### config.mk
export PLATFORM = sky130hd
export DESIGN_NAME = hwc_blend
export DESIGN_NICKNAME = d
export VERILOG_FILES = /design/src/rtl/hwc_pkg.sv /design/src/rtl/hwc_blend.sv
export SDC_FILE = /design/constraint.sdc
export NUM_CORES = 1
export LEC_CHECK = 0
export BUFFER_PORTS_ARGS = -buffer_cell sky130_fd_sc_hd__buf_2
export CORE_UTILIZATION = 25
export DETAILED_ROUTE_END_ITERATION = 10
export SYNTH_ARGS = -nofsm -noshare
export SYNTH_HDL_FRONTEND = slang
export SYNTH_SLANG_ARGS = --single-unit
### constraint.sdc
create_clock -name clk -period 13.3 [get_ports clk]
set_clock_uncertainty 0.2 [all_clocks]
set_input_delay 1.995 -clock clk [delete_from_list [all_inputs] [get_ports clk]]
set_output_delay 1.995 -clock clk [all_outputs]
set_load 0.005 [all_outputs]
### src/rtl/hwc_pkg.sv
// Shared types and constants for the hardware cursor overlay.
package hwc_pkg;

    localparam int CFG_INDEX_W = 3;
    localparam int CFG_DATA_W  = 14;

    typedef enum logic [CFG_INDEX_W-1:0] {
        CFG_CURSOR_ON    = 3'd0,
        CFG_ARGB_FORMAT  = 3'd1,
        CFG_CURSOR_X     = 3'd2,
        CFG_CURSOR_Y     = 3'd3,
        CFG_COL_SKIP     = 3'd4,
        CFG_ROW_SKIP     = 3'd5,
        CFG_SCREEN_WIDTH = 3'd6
    } cfg_index_t;

    localparam logic MODE_LOAD  = 1'b0;
    localparam logic MODE_PIXEL = 1'b1;

    localparam logic [13:0] SCREEN_WIDTH_RST = 14'd640;

    typedef struct packed {
        logic        mode;
        logic [11:0] word_index;
        logic [15:0] word_data;
        logic [12:0] pixel_x;
        logic [11:0] pixel_y;
        logic [23:0] under_pixel;
    } in_item_t;

    typedef struct packed {
        logic [23:0] pixel_out;
        logic        cursor_hit;
    } out_item_t;

    typedef struct packed {
        logic        cursor_on;
        logic        argb_format;
        logic [12:0] cursor_x;
        logic [11:0] cursor_y;
        logic [5:0]  col_skip;
        logic [5:0]  row_skip;
        logic [13:0] screen_width;
    } cfg_t;

    // Pixel transaction waiting in the stage behind the bitmap read.
    typedef struct packed {
        logic        valid;
        logic        hit;
        logic        argb;
        logic [23:0] under;
    } s1_t;

endpackage

### src/rtl/hwc_blend.sv
// Mono AND/XOR and ARGB4444 compositing stages with the output register.
module hwc_blend import hwc_pkg::*; (
    input  logic        clk,
    input  logic        rst_n,
    input  s1_t         s1,
    input  logic [15:0] word,
    output logic        s1_take,
    output logic        out_valid,
    input  logic        out_ready,
    output out_item_t   out_item
);

    localparam logic [3:0]  ALPHA_MAX = 4'd15;
    localparam logic [24:0] RECIP15   = 25'd4369;
    localparam int          AND_BIT   = 15;
    localparam int          XOR_BIT   = 14;

    // Exact floor(x / 15) for x below 3840: (x + 1) * 4369 >> 16.
    function automatic logic [7:0] div15(input logic [11:0] x);
        logic [24:0] p;
        p = 25'(x + 12'd1) * RECIP15;
        return p[23:16];
    endfunction

    logic [3:0]  alpha;
    logic [3:0]  alpha_n;
    logic [11:0] sum1 [3];
    logic [23:0] color;
    logic [23:0] res1;
    logic        blend1;

    logic        s2_valid_reg;
    logic        s2_valid_next;
    logic        s2_hit_reg;
    logic        s2_blend_reg;
    logic [23:0] s2_res_reg;
    logic [11:0] s2_sum_reg [3];

    logic        out_valid_reg;
    logic        out_valid_next;
    out_item_t   out_item_reg;
    logic [23:0] blended;
    logic        en_out;
    logic        en2;

    always_comb
    begin
        alpha   = word[15:12];
        alpha_n = ALPHA_MAX - alpha;
        color   = {word[11:8], word[11:8], word[7:4], word[7:4], word[3:0], word[3:0]};
        for (int i = 0; i < 3; i++)
        begin
            sum1[i] = 12'(s1.under[8*i +: 8]) * 12'(alpha_n)
                      + 12'(color[8*i +: 8]) * 12'(alpha);
        end
        blend1 = s1.hit && s1.argb && (alpha != 4'd0);
        res1   = s1.under;
        if (s1.hit && !s1.argb)
        begin
            if (!word[AND_BIT])
            begin
                res1 = color;
            end
            else if (word[XOR_BIT])
            begin
                res1 = ~s1.under;
            end
        end
    end

    assign en_out  = !out_valid_reg || out_ready;
    assign en2     = !s2_valid_reg || en_out;
    assign s1_take = en2;

    always_comb
    begin
        s2_valid_next  = en2 ? s1.valid : s2_valid_reg;
        out_valid_next = en_out ? s2_valid_reg : out_valid_reg;
        for (int i = 0; i < 3; i++)
        begin
            blended[8*i +: 8] = div15(s2_sum_reg[i]);
        end
    end

    always_ff @(posedge clk or negedge rst_n)
    begin
        if (!rst_n)
        begin
            s2_valid_reg  <= 1'b0;
            out_valid_reg <= 1'b0;
        end
        else
        begin
            s2_valid_reg  <= s2_valid_next;
            out_valid_reg <= out_valid_next;
        end
    end

    always_ff @(posedge clk)
    begin
        if (en2 && s1.valid)
        begin
            s2_hit_reg   <= s1.hit;
            s2_blend_reg <= blend1;
            s2_res_reg   <= res1;
            s2_sum_reg   <= sum1;
        end
        if (en_out && s2_valid_reg)
        begin
            out_item_reg <= '{pixel_out:  s2_blend_reg ? blended : s2_res_reg,
                              cursor_hit: s2_hit_reg};
        end
    end

    assign out_valid = out_valid_reg;
    assign out_item  = out_item_reg;

endmodule

==> results.txt <==
Clock-pin slew was measured on the worst setup and hold paths at ~0.07 ns. The cell area after synthesis is about 14000 um^2. After synthesis the netlist holds a flip-flop and latch count of just under 90.

In this run the post-CTS setup repair buffer count came out at 0. The floorplan step set the die width to 237 um. The number of buffers on the longest clock path came out at 2. The maximum fanout encountered on the critical timing path came out at 24.

The initial core utilization came out at 0.255. During placement, the flow inserted port buffers numbering between 70 and 80. The total number of vias is between 10000 and 15000.

The most frequently used cell type in the post-synthesis netlist is inv_1. The cell that appears most often on the critical path is fa_1. Buffers inserted during clock tree synthesis total 9. The number of hold violations in the final report came out at 0. The transition time at the pin with the least slew margin came out at slightly below 1 ns.

The simple-gate share of the synthesized area came out at 0.144. For the worst-skew pair, the clock arrives at the later sink with an insertion delay of 0.38 ns. The share of synthesized flip-flops with an asynchronous set or reset is 0.0225. The synthesized-area fraction occupied by ao, oa, aoi and oai cells is 0.0939. STA puts the critical path data required time at roughly 13 ns. The critical path class is input port to register. The first-pass iteration count of the detailed router came out at 5.

The number of flip-flops under the largest register name is 36. The DRC violation total after the first TritonRoute iteration came out at 630. The fraction of synthesized cell area taken by the top area cell type is 0.224. After detailed placement, the total cell area comes to between 10000 and 15000 um^2.

For this run, the post-layout net count is 1919. After synthesis, the cell types taking the most area are ha_1 (22%), fa_1 (19%), edfxtp_1 (19%). TritonCTS built the clock tree.

The final cell area excluding filler cells came out at about 15000 um^2. The total of max-cap violations is 0. The via count of the first global-routing pass is approximately 10000. The synthesis warning total is 0. Setup repair after global routing left no endpoint under its margin. For this run, the total global-route usage over all layers was measured as 0.123. The largest net degree at the start of global routing is 74.

The number of instances in the placed design is about 2200. The layout-stage area growth over the synthesis result came out at 10.7%. The standard cell core area came out at between 50000 and 60000 um^2. The most frequently used flop master after synthesis is edfxtp_1. The number of buffers and inverters on the critical path is 4. The remaining antenna violation count after routing came out at 0. The half-perimeter wire length after detailed placement is roughly 27000 um. After synthesis, the largest family of logic cells by area is adder cells. The data arrival time of the critical path is 6.79 ns. Pin placement for this block handled 73 I/O pins. The core occupancy in the finished layout is 0.282. The commonest cells after synthesis are inv_1 (262), ha_1 (247), fa_1 (134), edfxtp_1 (87), nand2_1 (80).

The average footprint of a synthesized cell came out at between 9 and 10 um^2. The share of the yosys chip area belonging to registers is 0.193. After clock tree synthesis, the flow added hold-fix buffers numbering 0.

The count of final max-slew check failures came out at 0. The kind of cell with the highest combined delay along the critical path is adder cells. The largest individual stage delay along the critical path comes from the cell fa_1.

The maximum level of the CTS H-tree is 3. For this block, the routed nets add up to approximately 33000 um of wire. The largest stage delay on the critical path came out at roughly 0.55 ns. The floorplan step defined a die boundary enclosing between 50000 and 60000 um^2. The cell sitting at the root of the clock tree is a clkbuf_16. The vertical extent of the die is approximately 240 um.

The nature of the critical path startpoint is an input port. The time the final worst path needs with I/O delays and setup came out at approximately 6.9 ns. The leading area contributor after synthesis is ha_1. Of the total synthesized cell area, the portion taken by full adders, half adders and majority gates is 0.420.

Traced cell by cell, the critical path runs through buf_2, inv_1, ha_1, fa_1, inv_1, fa_1, inv_1, fa_1, fa_1, fa_1, a21o_1, a21oi_1, nor2b_1, o21a_1, o41ai_1, xnor2_1. The remaining routing DRC violations came out at 0. The routed wirelength normalized by instance count came out at between 10 and 15 um. Post-CTS repair changed the size of 0 cells. In the routed layout, each cell is associated on average with a via count of ~4.6. In the final layout, the share of cells above drive strength 1 is 0.0835. The nature of the critical path endpoint is a register. Of the total synthesized cell area, the portion taken by XOR and XNOR cells is 0.0562. Dividing the final minimum period by the clock period gives 0.517. The run finished with clean final reports. Headroom to the max-slew limit came out at 0.357. The count of flip-flops with a built-in enable after synthesis is between 80 and 90. After synthesis, the share of cell area in mux cells is 0.0142. The floorplan has 85 rows. The maximum clock rate came out at 0.146 GHz. The final-layout setup total negative slack came out at 0 ns. Once layout is complete, the cells apart from fillers number roughly 2200. The number of cells produced by synthesis came out at 1432. The initial antenna violation count is 5. The clock net sink count is slightly below 90. The path class of the tightest hold or removal check is register to register. The count of cell types in the netlist came out at 63. The final number of setup-violating endpoints came out at 0. The first-pass GRT wire length is 54400 um. The total overflow left after global routing is 0. At the end of routability-driven placement, the weighted congestion stood at around 0.89.
==> worst paths after layout <==
check / endpoint / from / cells past startpoint / slack, ns
max in group asynchronous: s2_valid_reg / rst_n / 1 / 11.62
min in group asynchronous: out_valid / rst_n / 1 / 1.19
max: s2_sum_reg[10] / word[14] / 16 / 6.43
max reg2reg: out_item[24] / s2_sum_reg[0] / 16 / 8.00
min: out_valid / s2_valid_reg / 1 / 0.30
min reg2reg: out_valid / s2_valid_reg / 1 / 0.30
==> per-stage QoR <==
stage	setup WS (ns)	hold WS [ns]
2_1_floorplan	6.52	0.200
3_3_place_gp	6.11	0.264
3_5_place_dp	6.07	0.279
4_1_cts	6.47	0.299
5_1_grt	6.18	0.310
6_report	6.43	0.300
==> area by class of cell <==
class / count / area, um^2
Antenna cell: 2 / 5.00
Tap cell: 696 / 871
Clock inverter: 7 / 78.8
Clock buffer: 9 / 225
Fill cell: 5726 / 38900
Inverter: 262 / 983
Timing Repair Buffer: 78 / 405
Sequential cell: 89 / 2660
Multi-Input combinational cell: 1052 / 10100
==> routing by layer <==
metal / share of wire / track usage
met1: 0.49 / 0.168
met4: 0.019 / 0.0401
met2: 0.45 / 0.198
met5: 0 / 0
met3: 0.041 / 0.0185
==> kinds of logic after synthesis <==
| logic type | Yosys count |
|---|---|
| DFF | 89 |
| other | 1 |
| adders and majority gates | 384 |
| xor gates and xnor gates | 84 |
| and+or+nand+nor | 373 |
| buffers and inverters | 293 |
| AOI/OAI and AO/OA | 190 |
| muxes | 18 |
==> cell usage in the layout (no fill, tap or decap), types with 4 or more instances in the layout <==
cell	n
a211o_1	5
nor4_1	4
or4_1	4
or2_2	4
fa_1	134
and3_1	10
o21ai_0	29
o211ai_1	13
o21a_1	6
a21oi_1	35
and2_1	35
xnor2_1	55
nand4_1	13
nor2b_1	65
nor2_1	60
a21o_1	36
nor3_1	23
clkbuf_16	9
buf_2	72
xor2_1	26
a21boi_0	5
ha_1	247
a221oi_1	4
nor3b_1	4
nand2b_1	21
nand2_1	80
edfxtp_1	87
a211oi_1	27
mux2i_1	5
mux2_2	13
buf_4	6
nand3_1	31
inv_1	262
a31oi_1	6
Power is not shown: default switching activity piles up to over one toggle a cycle in this logic, so the estimate is an artifact.
