## src/rtl/hwc_pkg.sv

```systemverilog
// Shared types and constants for the hardware cursor overlay.
package hwc_pkg;

    localparam int CFG_INDEX_W = 3;
    localparam int CFG_DATA_W  = 14;

    typedef enum logic [CFG_INDEX_W-1:0] {
        CFG_CURSOR_ON    = 3'd0,
        CFG_ARGB_FORMAT  = 3'd1,
        CFG_CURSOR_X     = 3'd2,
        CFG_CURSOR_Y     = 3'd3,
        CFG_COL_SKIP     = 3'd4,
        CFG_ROW_SKIP     = 3'd5,
        CFG_SCREEN_WIDTH = 3'd6
    } cfg_index_t;

    localparam logic MODE_LOAD  = 1'b0;
    localparam logic MODE_PIXEL = 1'b1;

    localparam logic [13:0] SCREEN_WIDTH_RST = 14'd640;

    typedef struct packed {
        logic        mode;
        logic [11:0] word_index;
        logic [15:0] word_data;
        logic [12:0] pixel_x;
        logic [11:0] pixel_y;
        logic [23:0] under_pixel;
    } in_item_t;

    typedef struct packed {
        logic [23:0] pixel_out;
        logic        cursor_hit;
    } out_item_t;

    typedef struct packed {
        logic        cursor_on;
        logic        argb_format;
        logic [12:0] cursor_x;
        logic [11:0] cursor_y;
        logic [5:0]  col_skip;
        logic [5:0]  row_skip;
        logic [13:0] screen_width;
    } cfg_t;

    // Pixel transaction waiting in the stage behind the bitmap read.
    typedef struct packed {
        logic        valid;
        logic        hit;
        logic        argb;
        logic [23:0] under;
    } s1_t;

endpackage

```

## src/rtl/hwc_addr.sv

```systemverilog
// Cursor window test and bitmap address generation for one screen pixel.
module hwc_addr import hwc_pkg::*; #(
    parameter int CURSOR_SIDE = 64
) (
    input  cfg_t                                        cfg,
    input  logic [12:0]                                 pixel_x,
    input  logic [11:0]                                 pixel_y,
    output logic                                        hit,
    output logic [$clog2(CURSOR_SIDE*CURSOR_SIDE)-1:0]  addr
);

    localparam int IDX_W  = $clog2(CURSOR_SIDE);
    localparam int ADDR_W = $clog2(CURSOR_SIDE * CURSOR_SIDE);
    localparam logic [13:0] SIDE = 14'(CURSOR_SIDE);

    logic [13:0]      cx;
    logic [13:0]      dx;
    logic [13:0]      dy;
    logic [13:0]      rskip;
    logic [13:0]      cskip;
    logic [13:0]      rows;
    logic [13:0]      cols_side;
    logic [13:0]      room;
    logic [13:0]      cols;
    logic             win_ok;
    logic             y_in;
    logic             x_in;
    logic [IDX_W-1:0] r_idx;
    logic [IDX_W-1:0] c_idx;

    always_comb
    begin
        cx        = {1'b0, cfg.cursor_x};
        dx        = {1'b0, pixel_x} - cx;
        dy        = {2'b00, pixel_y} - {2'b00, cfg.cursor_y};
        rskip     = {8'd0, cfg.row_skip};
        cskip     = {8'd0, cfg.col_skip};
        rows      = SIDE - rskip;
        cols_side = SIDE - cskip;
        room      = cfg.screen_width - cx;
        // The right screen edge may clip the visible columns further.
        cols      = (cols_side > room) ? room : cols_side;
        win_ok    = cfg.cursor_on && (rskip < SIDE) && (cskip < SIDE)
                    && (cx < cfg.screen_width);
        y_in      = (pixel_y >= cfg.cursor_y) && (dy < rows);
        x_in      = (pixel_x >= cfg.cursor_x) && (dx < cols);
        hit       = win_ok && y_in && x_in;
        r_idx     = IDX_W'(rskip + dy);
        c_idx     = IDX_W'(cskip + dx);
        addr      = ADDR_W'(r_idx) * ADDR_W'(CURSOR_SIDE) + ADDR_W'(c_idx);
    end

endmodule

```

## config.mk

```make
export PLATFORM = sky130hd
export DESIGN_NAME = hwc_addr
export DESIGN_NICKNAME = d
export VERILOG_FILES = /design/src/rtl/hwc_pkg.sv /design/src/rtl/hwc_addr.sv
export SDC_FILE = /design/constraint.sdc
export NUM_CORES = 1
export LEC_CHECK = 0
export ABC_AREA = 1
export ABC_CLOCK_PERIOD_IN_PS = 11200
export BUFFER_PORTS_ARGS = -buffer_cell sky130_fd_sc_hd__buf_2
export CAP_MARGIN = 20
export CORE_MARGIN = 2
export CORE_UTILIZATION = 30
export DETAILED_ROUTE_END_ITERATION = 12
export PLACE_DENSITY = 0.58
export SETUP_SLACK_MARGIN = 0.5
export SYNTH_ARGS = -nofsm -noshare
export SYNTH_HDL_FRONTEND = slang
export SYNTH_SLANG_ARGS = --single-unit
```

## constraint.sdc

```tcl
create_clock -name vclk -period 11.2
set_clock_uncertainty 0.1 [all_clocks]
set_input_delay 1.68 -clock vclk [all_inputs]
set_output_delay 1.68 -clock vclk [all_outputs]
set_load 0.05 [all_outputs]
```

==> metrics.yaml, run 1 <==
floorplanning:
  start_util_pct: 31.0
  core_area_mm2: 0.0104
  die_area_mm2: 0.0116
  rows: 37
  io_pins: 91
  die_height_um: 108
  dieWidth_um: 108
worst_setup_path:
  arrival_ps: 5830
  cp.depth: 32
  worstPathRequired_ps: 9420
  cpMaxStageDelayCell: "fa_1"
  endpoint_kind: "output port"
  criticalPathCategory: "in2out"
  critPathLaunchType: "input pin"
  cpLargestDelayFamily: "simple AND/OR/NAND/NOR gates"
  cpPeakStageDelay_ps: 450
  cp_max_fo: 13
  path_common_cell: "nand2_1"
  path_buf_inv: 4
synthesis:
  synth-seq-area-share_pct: 0
  synth_area_mm2: 0.00322
  synth_area_leader_cell: "ha_1"
  ys_top_cells_by_area: "ha_1 30%, nand2_1 15%, inv_1 12%, xor2_1 6.8%, a21oi_1 6.2%"
  avgSynthCellArea_um2: 6.08
  synth_top_area_share_pct: 29.9
  synth_cells: 529
  ys.warnings.count: 0
  synthDistinctLibCells: 32
timing:
  hold_viol_final: 0
  finalCritPeriodShare_pct: 68.0
  rsz0062_at_grt: "false"
  period_needed_ps: 7610
  slew_violations: 0
  clock.fmax_mhz: 131
  totalNegativeSetupSlack_ps: 0
  setup_viol: 0
detailed_routing:
  drt_first_pass_iters: 4
  drtAntennaViolNets: 0
  dr_total_vias: 3458
  wl_met3_um: 435
  routed_wl_um: 8420
  detail_route.vias_per_cell: 4.56
  wl_met1_um: 4170
  dr.max_layer_used: "met4"
  wl_per_cell_um: 11.1
  drc: 0
  drt_iter0_drc: 107
  wl_met2_um: 3700
cells_and_area:
  area_delta_synth_final_pct: 19.7
  seq_cell_count: 0
  layout_commonest_cell: "nand2_1"
  num_antenna_cells: 0
  seq_area_um2: 0
  drive_gt1_share_pct: 16.9
  final_core_util_pct: 37.2
  clkbuf_count: 0
  mostFrequentLayoutCells: "130 x nand2_1, 102 x inv_1, 90 x buf_2"
  num-fill-cells: 1191
  nets: 785
global_route:
  grt_pass1_vias: 3227
  grt_antenna_before_repair: 0
  grt_max_degree: 14
  grt_pass1_wl_um: 14200
  grt_util_all_layers_pct: 14.7
  grt_overflow: 0
clocking:
  cts_hold_buf: 0
  post-cts-setup-buffer-count: 0
  post_cts_resize_count: 0
power:
  peakVddDrop_mv: 0.114
  p_per_area_mw_per_mm2: 78.8
  p_leak_nw: 2.31
place:
  hpwl_um: 7860
  io_buffers: 90
  gp_congestion: 0.878
min_path:
  worstHoldPathType: "in2out"
  min_delay_path_depth: 4
status:
  status: "finished, final reports clean"
flow_run:
  cap_violations: 0
[report_power, final]
part	total (mW)	internal, mW	switching (mW)
sequential	0	0	0
clock	0	0	0
combinational	0.304	0.105	0.198
total	0.304	0.105	0.198
[routing by layer]
layer / up-vias / GRT usage (%)
li1: 1899 / -
met1: 1457 / 20.6
met2: 94 / 25.6
met4: 0 / 1.92
met5: - / 0
met3: 8 / 0.726
[through the flow]
stage	power, mW	instances	hold slack [ps]	cell area, um^2	setup WS [ps]
after floorplan	0.235	535	3550	3240	4060
after global placement	0.300	759	3710	3850	3580
after detailed placement	0.306	759	3720	3850	3590
after CTS	0.307	759	3720	3850	3550
after global routing	0.342	759	3730	3850	3090
final	0.304	759	3710	3850	3590
[Yosys cell counts (all sizes together)]
| cell type | count |
|---|---|
| a211oi | 2 |
| a21boi | 1 |
| a21o | 2 |
| a21oi | 42 |
| a31oi | 6 |
| and2 | 2 |
| buf | 1 |
| clkbuf | 1 |
| conb | 1 |
| fa | 5 |
| ha | 77 |
| inv | 104 |
| nand2 | 135 |
| nand3 | 27 |
| nand3b | 4 |
| nand4 | 14 |
| nor2 | 41 |
| nor3 | 5 |
| o2111ai | 1 |
| o211ai | 2 |
| o21ai | 12 |
| o21bai | 3 |
| or3 | 1 |
| xnor2 | 15 |
| xor2 | 25 |
[layout make-up]
| cell class | count | area (um^2) | area share (%) |
|---|---|---|---|
| Tap cell | 136 | 170 | 4.42 |
| Multi-Input combinational cell | 429 | 2840 | 73.8 |
| Timing Repair Buffer | 90 | 450 | 11.7 |
| Inverter | 104 | 390 | 10.1 |
[logic make-up after synthesis]
| group | synth area share (%) |
|---|---|
| buf+inv | 12.4 |
| simple gates | 31.1 |
| compound gates | 12.4 |
| fa+ha+maj | 33.0 |
| xor+xnor | 10.9 |
| other cells | 0.117 |
[tightest hold or removal path, delay by kind of cell]
family     cells  cell delay [ps]
fa+ha+maj      1              130
buf+inv        3              330
[final timing paths]
| check | startpoint | to | slack (ps) |
|---|---|---|---|
| setup / recovery | cfg[0] | hit | 3590 |
| hold / removal | cfg[14] | addr[6] | 3710 |
(Power assumes the default switching activity.)
==> run 2: changes to the inputs <==
--- a/config.mk
+++ b/config.mk
@@ -6,13 +6,13 @@
 export NUM_CORES = 1
 export LEC_CHECK = 0
 export ABC_AREA = 1
-export ABC_CLOCK_PERIOD_IN_PS = 11200
+export ABC_CLOCK_PERIOD_IN_PS = 6400
 export BUFFER_PORTS_ARGS = -buffer_cell sky130_fd_sc_hd__buf_2
 export CAP_MARGIN = 20
 export CORE_MARGIN = 2
 export CORE_UTILIZATION = 30
 export DETAILED_ROUTE_END_ITERATION = 12
-export PLACE_DENSITY = 0.58
+export PLACE_DENSITY = 0.6
 export SETUP_SLACK_MARGIN = 0.5
 export SYNTH_ARGS = -nofsm -noshare
 export SYNTH_HDL_FRONTEND = slang
==> constraint.sdc (replaced) <==
create_clock -name vclk -period 6.4
set_clock_uncertainty 0.1 [all_clocks]
set_input_delay 0.96 -clock vclk [all_inputs]
set_output_delay 0.96 -clock vclk [all_outputs]
set_load 0.05 [all_outputs]
==> run 2 against run 1 <==
  * Sequential cell count unchanged
  * Hold slack got worse by 1400 ps
  * Combinational power increased by 87%
  * Largest cell class unchanged
  * Highest routed layer unchanged
==> metrics.yaml, run 2 (same netlist as run 1, synthesis figures left out) <==
global_route:
  grt_pass1_wl_um: 14400  # was 14200 um
  grt_max_degree: 9  # was 14
  grt_overflow: 0  # unchanged
  grt_util_all_layers_pct: 14.9  # was 14.7%
  grt_antenna_before_repair: 0  # unchanged
  grt_pass1_vias: 3291  # was 3227
timing:
  slew_violations: 0  # unchanged
  period_needed_ps: 5770
  totalNegativeSetupSlack_ps: 0  # unchanged
  setup_viol: 0  # unchanged
  finalCritPeriodShare_pct: 90.2
  hold_viol_final: 0  # unchanged
  clock.fmax_mhz: 173
  rsz0062_at_grt: "true"  # was false
place:
  hpwl_um: 7990  # was 7860 um
  gp_congestion: 0.925  # was 0.878
  io_buffers: 90  # unchanged
detailed_routing:
  routed_wl_um: 9080  # was 8420 um
  wl_per_cell_um: 11.8  # was 11.1 um
  dr_total_vias: 3562  # was 3458
  drtAntennaViolNets: 0  # unchanged
  drt_iter0_drc: 116  # was 107
  drc: 0  # unchanged
  drt_first_pass_iters: 4  # unchanged
  detail_route.vias_per_cell: 4.63  # was 4.56
cells_and_area:
  num_antenna_cells: 0  # unchanged
  area_delta_synth_final_pct: 27.6  # was 19.7%
  clkbuf_count: 0  # unchanged
  mostFrequentLayoutCells: "128 x nand2_1, 96 x inv_1, 88 x buf_2"  # was 130 x nand2_1, 102 x inv_1, 90 x buf_2
  multi_input_area_mm2: 0.00300  # was 0.00284 mm^2
  num-fill-cells: 1153  # was 1191
  nets: 795  # was 785
  seq_area_um2: 0  # unchanged
  seq_cell_count: 0  # unchanged
  final_core_util_pct: 39.6  # was 37.2%
  drive_gt1_share_pct: 23.1  # was 16.9%
  layout_commonest_cell: "nand2_1"  # unchanged
floorplanning:
  rows: 37  # unchanged
  core_area_mm2: 0.0104  # unchanged
  dieWidth_um: 108  # unchanged
  start_util_pct: 31.0  # unchanged
  die_area_mm2: 0.0116  # unchanged
  die_height_um: 108  # unchanged
  io_pins: 91  # unchanged
worst_setup_path:
  cp_max_fo: 4  # was 13
  criticalPathCategory: "in2out"  # unchanged
  path_common_cell: "a21oi_2"  # was nand2_1
  endpoint_kind: "output port"  # unchanged
  arrival_ps: 4710  # was 5830 ps
  cpMaxStageDelayCell: "fa_2"  # was fa_1
  critPathLaunchType: "input pin"  # unchanged
  cpLargestDelayFamily: "simple AND/OR/NAND/NOR gates"  # unchanged
  worstPathRequired_ps: 5340  # was 9420 ps
  cpPeakStageDelay_ps: 360  # was 450 ps
  path_buf_inv: 3  # was 4
min_path:
  worstHoldPathType: "in2out"  # unchanged
  min_delay_path_depth: 4  # unchanged
  hp-start: "cfg[14]"  # unchanged
  hold_end: "addr[6]"  # unchanged
status:
  status: "finished, final reports clean"  # unchanged
flow_run:
  cap_violations: 0  # unchanged
power:
  peakVddDrop_mv: 0.142  # was 0.114 mV
  p_per_area_mw_per_mm2: 139  # was 78.8 mW/mm^2
  p_leak_nw: 2.39  # was 2.31 nW
  power_mw: 0.570  # was 0.304 mW
[run 2: changes by cell type in the layout (fill, tap and decap cells not counted), sizes merged]
| cell | change |
|---|---|
| buf | +10 |
[run 2: stage by stage]
stage          cell area (um^2)  hold slack [ps]  instances  setup slack (ps)
3_3_place_gp               3860             2270        760               285
5_1_grt                    4110             2300        769               341
3_5_place_dp               3860             2280        760               217
6_report                   4110             2270        769               627
4_1_cts                    3920             2280        762               500
2_1_floorplan              3240             2110        535               699
[run 2: power breakdown]
group          switching, mW  internal (mW)  leakage [nW]
Clock                      0              0             0
Sequential                 0              0             0
Combinational          0.367          0.203          2.39
[run 2: what timing repair did]
item	4_1_cts	5_1_grt
resized for setup	12	33
pin swaps	5	19
hold buffers	0	0
setup buffers	2	7
endpoints found under the setup margin	1	1
[run 2: layout make-up]
| cell class | count | share of cell area, % |
|---|---|---|
| Tap cell | 136 | 4.15 |
| Timing Repair Buffer | 100 | 13.1 |
| Inverter | 104 | 9.69 |
| Multi-Input combinational cell | 429 | 73.1 |
[run 2: per-layer routing]
layer | GRT usage, % | up-vias | wire length [um]
li1 | - | 1918 | -
met1 | 20.3 | 1549 | 4340
met2 | 27.0 | 93 | 4190
met3 | 0.908 | 2 | 521
met4 | 0.458 | 0 | 36
met5 | 0 | - | 0
[run 2: worst max-delay path by stage]
stage / startpoint / endpoint / slack (ps) / cells after the start
6_report: cfg[38] / hit / 630 / 31
5_1_grt: cfg[38] / hit / 340 / 31
4_1_cts: cfg[40] / hit / 500 / 32
3_5_place_dp: cfg[0] / hit / 220 / 32
3_3_place_gp: cfg[0] / hit / 290 / 32
2_1_floorplan: cfg[0] / hit / 700 / 31
